===== src/design/assert_macros.svh =====
`ifndef ASSERT_MACROS_SVH
`define ASSERT_MACROS_SVH

// same-cycle implication, checked on clk and held off during reset
`define PMQ_ASSERT_IMP(lbl, ante, cons, msg) \
	lbl: assert property (@(posedge clk) disable iff (!arst_n) (ante) |-> (cons)) \
		else $error(msg);

// next-cycle implication, checked on clk and held off during reset
`define PMQ_ASSERT_NXT(lbl, ante, cons, msg) \
	lbl: assert property (@(posedge clk) disable iff (!arst_n) (ante) |=> (cons)) \
		else $error(msg);

`endif


===== src/design/pmq_pkg.sv =====
`default_nettype none

package pmq_pkg;

	localparam int MAX_ENTRIES_DEF = 256;
	localparam int TAG_BITS_DEF    = 16;

	localparam int LEN_W    = 21;
	localparam int PRIO_W   = 15;
	localparam int TAG_W    = 16;
	localparam int COUNT_W  = 9;
	localparam int STATUS_W = 3;
	localparam int REQ_W    = 2;
	localparam int MAXMSG_W = 9;
	localparam int CFG_IDX_W = 1;

	localparam logic [MAXMSG_W-1:0] MAX_MESSAGES_RST = 9'd10;
	localparam logic [LEN_W-1:0]    SIZE_LIMIT_RST   = 21'd8192;

	typedef enum logic [REQ_W-1:0] {
		REQ_SEND  = 2'd0,
		REQ_RECV  = 2'd1,
		REQ_QUERY = 2'd2
	} req_t;

	typedef enum logic [STATUS_W-1:0] {
		ST_OK        = 3'd0,
		ST_TOO_LONG  = 3'd1,
		ST_FULL      = 3'd2,
		ST_EMPTY     = 3'd3,
		ST_SMALL_BUF = 3'd4
	} status_t;

	typedef enum logic [CFG_IDX_W-1:0] {
		CFG_MAX_MESSAGES = 1'b0,
		CFG_SIZE_LIMIT   = 1'b1
	} cfg_idx_t;

	// broadcast from the controller to every cell
	typedef struct packed {
		logic              push;
		logic              pop;
		logic [LEN_W-1:0]  len;
		logic [PRIO_W-1:0] prio;
	} cell_ctl_t;

endpackage

`default_nettype wire


===== src/design/pmq_cell.sv =====
`default_nettype none

module pmq_cell
	import pmq_pkg::*;
#(
	parameter int TAG_BITS = TAG_BITS_DEF
) (
	input  wire logic                clk,
	input  wire cell_ctl_t           ctl,
	input  wire logic [TAG_BITS-1:0] new_tag,
	input  wire logic                occ,
	input  wire logic                prev_ge,
	input  wire logic [LEN_W-1:0]    prev_len,
	input  wire logic [PRIO_W-1:0]   prev_prio,
	input  wire logic [TAG_BITS-1:0] prev_tag,
	input  wire logic [LEN_W-1:0]    next_len,
	input  wire logic [PRIO_W-1:0]   next_prio,
	input  wire logic [TAG_BITS-1:0] next_tag,
	output logic                     ge,
	output logic [LEN_W-1:0]         len,
	output logic [PRIO_W-1:0]        prio,
	output logic [TAG_BITS-1:0]      tag
);

	logic [LEN_W-1:0]    len_q;
	logic [PRIO_W-1:0]   prio_q;
	logic [TAG_BITS-1:0] tag_q;

	// held entry stays ahead of the new one on equal priority
	assign ge   = occ && (prio_q >= ctl.prio);
	assign len  = len_q;
	assign prio = prio_q;
	assign tag  = tag_q;

	always_ff @(posedge clk) begin
		if (ctl.push) begin
			if (!ge) begin
				if (prev_ge) begin
					len_q  <= ctl.len;
					prio_q <= ctl.prio;
					tag_q  <= new_tag;
				end else begin
					len_q  <= prev_len;
					prio_q <= prev_prio;
					tag_q  <= prev_tag;
				end
			end
		end else if (ctl.pop) begin
			len_q  <= next_len;
			prio_q <= next_prio;
			tag_q  <= next_tag;
		end
	end

endmodule

`default_nettype wire


===== config.mk =====
export PLATFORM = sky130hd
export DESIGN_NAME = pmq_cell
export DESIGN_NICKNAME = d
export VERILOG_FILES = /design/src/design/assert_macros.svh /design/src/design/pmq_pkg.sv /design/src/design/pmq_cell.sv
export SDC_FILE = /design/constraint.sdc
export NUM_CORES = 1
export LEC_CHECK = 0
export ABC_AREA = 0
export BUFFER_PORTS_ARGS = -buffer_cell sky130_fd_sc_hd__buf_4
export CORE_MARGIN = 2
export CORE_UTILIZATION = 42
export CTS_CLUSTER_DIAMETER = 60
export DETAILED_ROUTE_END_ITERATION = 16
export GPL_TIMING_DRIVEN = 0
export PLACE_DENSITY_LB_ADDON = 0.25
export SYNTH_ARGS = -nofsm -noshare
export SYNTH_HDL_FRONTEND = slang
export SYNTH_SLANG_ARGS = --single-unit
export TNS_END_PERCENT = 20

===== constraint.sdc =====
create_clock -name clk -period 5.6 [get_ports clk]
set_clock_uncertainty 0.05 [all_clocks]
set_input_delay 1.68 -clock clk [delete_from_list [all_inputs] [get_ports clk]]
set_output_delay 1.68 -clock clk [all_outputs]
set_load 0.01 [all_outputs]

==> impl_metrics.sql <==
INSERT INTO impl_metrics (metric_group, metric, value, unit) VALUES
('global_route', 'largest_net_degree_at_the_start_of_global_routing', '33', ''),
('synth', 'postSynthNetCount', '459', ''),
('timing', 'rsz_0062_raised_after_global_routing', 'no', ''),
('timing', 'report.final.setup_viol', '0', ''),
('timing', 'relSlewSlack', '0.5963', ''),
('clocking', 'cts_hold_buf', '0', ''),
('hold_path', 'min-delay-start', 'prio[6]', ''),
('detailed_routing', 'vias', '2980', ''),
('placed_design', 'port_buffers', '211', ''),
('setup_path', 'setup.worst_path.end_class', 'primary output', ''),
('placed_design', 'dp_hpwl', '7.248', 'mm'),
('timing', 'post-route-min-period', '4.882', 'ns'),
('detailed_routing', 'drt_first_pass_iters', '4', ''),
('detailed_routing', 'overall_routed_net_length', '9.024', 'mm'),
('finish', 'layout-area-overhead-vs-synth', '59.64', '%'),
('floorplanning', 'coreArea', '0.007137', 'mm²'),
('placed_design', 'finalWeightedCongestion', '0.8014', ''),
('timing', 'finalHoldViolations', '0', ''),
('synth', 'synth-seq-cells', '52', ''),
('job', 'maxCapViolations', '0', ''),
('synth', 'synth.top_cells.by_count', '55 x sky130_fd_sc_hd__a21oi_1, 55 x sky130_fd_sc_hd__nor2_1, 52 x sky130_fd_sc_hd__edfxtp_1, 52 x sky130_fd_sc_hd__mux2i_1', ''),
('finish', 'antenna_cells', '0', ''),
('synth', 'edff_count_synth', '52', ''),
('placed_design', 'postPlaceCellArea', '0.004766', 'mm²'),
('clocking', 'post-cts-setup-buffers', '0', ''),
('global_route', 'grt_pass1_wl', '13.19', 'mm'),
('clocking', 'cts.reportedPaths.clkPinSlew', '0.09', 'ns'),
('global_route', 'overflow', '0', ''),
('global_route', 'grt_pass1_vias', '2815', ''),
('power_and_ir_drop', 'power.static_leakage', '2.337', 'nW'),
('synth', 'post_synth_instance_area', '0.003038', 'mm²'),
('global_route', 'antenna_found_initial', '0', ''),
('timing', 'final-max-slew-violation-count', '0', ''),
('synth', 'post-synth-top-area-cell', 'sky130_fd_sc_hd__edfxtp_1', ''),
('finish', 'design_area', '0.004850', 'mm²'),
('status', 'run_status', 'completed', ''),
('setup_path', 'crit_chain', 'buf_4 > inv_1 > ha_1 > nand4_1 > nor4_2 > a2111oi_2 > a21boi_0 > buf_4', ''),
('detailed_routing', 'avgViaCountPerCell', '4.950', ''),
('synth', 'synthTopCellsByArea', 'sky130_fd_sc_hd__edfxtp_1 51%, sky130_fd_sc_hd__mux2i_1 17%, sky130_fd_sc_hd__a21oi_1 9.1%', ''),
('setup_path', 'cp_data_required_time', '3.87', 'ns'),
('clocking', 'tritoncts', 'built', ''),
('synth', 'synthCells', '283', ''),
('power_and_ir_drop', 'ir_drop', '0.0001235', 'V'),
('hold_path', 'hold_path_class', 'reg -> reg', ''),
('setup_path', 'path_common_cell', 'sky130_fd_sc_hd__buf_4', ''),
('floorplanning', 'ios', '214', ''),
('synth', 'yosys_warning_count', '0', ''),
('timing', 'timing.setup.tns', '0', 'ns'),
('detailed_routing', 'drt_drc_violations_left', '0', ''),
('power_and_ir_drop', 'report.power.total', '1.013', 'mW'),
('clocking', 'cts_num_sinks', '52', ''),
('synth', 'synth_async_sr_flop_share', '0', ''),
('clocking', 'clock_insertion_delay_worst_skew', '0.29', 'ns'),
('detailed_routing', 'wire_per_inst', '14.99', 'µm'),
('setup_path', 'critPathKind', 'in -> out', ''),
('setup_path', 'worst-path-max-fanout', '3', ''),
('synth', 'synth.avg_cell_area', '10.73', 'µm²'),
('setup_path', 'cp_launch_point', 'ctl[10]', ''),
('detailed_routing', 'route.antenna.remaining_nets', '0', ''),
('synth', 'yosysUniqueCellTypes', '24', ''),
('clocking', 'clock_root_buffer', 'sky130_fd_sc_hd__clkbuf_8', ''),
('clocking', 'tritoncts.num_buffers', '5', ''),
('timing', 'max_clock_freq', '204.8', 'MHz'),
('setup_path', 'regToRegStartpoint', 'prio[10]', ''),
('setup_path', 'crit_path_max_cell_delay', '0.34', 'ns'),
('synth', 'synth.top_cell.area_share', '0.5140', ''),
('floorplanning', 'initial_utilization', '0.4257', ''),
('floorplanning', 'dieWidth', '89.05', 'µm'),
('floorplanning', 'die_area', '0.007929', 'mm²'),
('clocking', 'ctsHtreeMaxLevel', '2', ''),
('floorplanning', 'placement_rows', '31', '');
## sequential cells by signal, indices dropped and copies added, names as in the netlist
name / flops
len: 21
prio: 15
tag: 16
## where the power goes
part / internal, mW / switching [mW] / leakage [nW]
sequential: 0.482 / 0.0143 / 0.513
clock: 0.0871 / 0.122 / 0.0388
combinational: 0.171 / 0.137 / 1.79
total: 0.739 / 0.274 / 2.34
## per-layer routing
metal  track usage  vias to the layer above  routed length, µm
li1              -                     1471                  -
met1        0.2399                     1349               3314
met5             0                        -                  0
met3       0.07664                       14                936
met2        0.3887                      146               4613
met4       0.07056                        0                159
## through the flow
step	instances	utilization	worst slack, ns	hold WS [ns]
6_report	602	0.6795	0.7181	1.125
5_1_grt	602	0.6795	0.6176	1.159
4_1_cts	602	0.6795	0.7125	1.126
3_5_place_dp	594	0.6678	0.7127	1.097
3_3_place_gp	593	0.6650	0.3929	1.851
2_1_floorplan	283	-	1.029	1.587
## layout by cell type, fill, tap and decap left out, types with 2 or more instances in the layout
master / instances
sky130_fd_sc_hd__nand2_1: 2
sky130_fd_sc_hd__a211oi_1: 2
sky130_fd_sc_hd__clkbuf_1: 6
sky130_fd_sc_hd__nor2_1: 55
sky130_fd_sc_hd__buf_4: 211
sky130_fd_sc_hd__mux2i_1: 52
sky130_fd_sc_hd__edfxtp_1: 52
sky130_fd_sc_hd__a21oi_1: 55
sky130_fd_sc_hd__o31ai_1: 2
sky130_fd_sc_hd__o21ai_0: 2
sky130_fd_sc_hd__buf_1: 5
sky130_fd_sc_hd__clkbuf_8: 5
sky130_fd_sc_hd__ha_1: 15
sky130_fd_sc_hd__inv_1: 15
sky130_fd_sc_hd__nand4_1: 3
sky130_fd_sc_hd__buf_2: 8
## critical path: cells and delay by family
family	cells	cell delay (ns)
AOI/OAI and AO/OA	2	0.33
adders and majority gates	1	0.32
buffers and inverters	3	0.28
and+or+nand+nor	2	0.54
## logic make-up after synthesis
family,after synthesis,synth area share
muxes,52,0.1713
DFF,52,0.5140
and+or+nand+nor,65,0.08937
adders and majority gates,15,0.06178
buffers and inverters,33,0.04407
AOI/OAI and AO/OA,66,0.1194
## final timing paths
path / to / slack [ns] / cells after the start
setup / recovery: ge / 0.72 / 8
hold / removal: prio[6] / 1.13 / 3
setup reg to reg: tag[0] / 2.91 / 6
hold reg to reg: prio[6] / 1.13 / 3
## layout make-up
class	instances	area, µm²
Inverter	15	56.30
Timing Repair Buffer	212	1604
Tap cell	99	123.9
Sequential cell	52	1562
Clock inverter	2	11.26
Fill cell	608	2287
Multi-Input combinational cell	198	1343
Buffer	18	77.57
Clock buffer	6	72.57
Note: power is estimated with default switching activity, not from simulation.
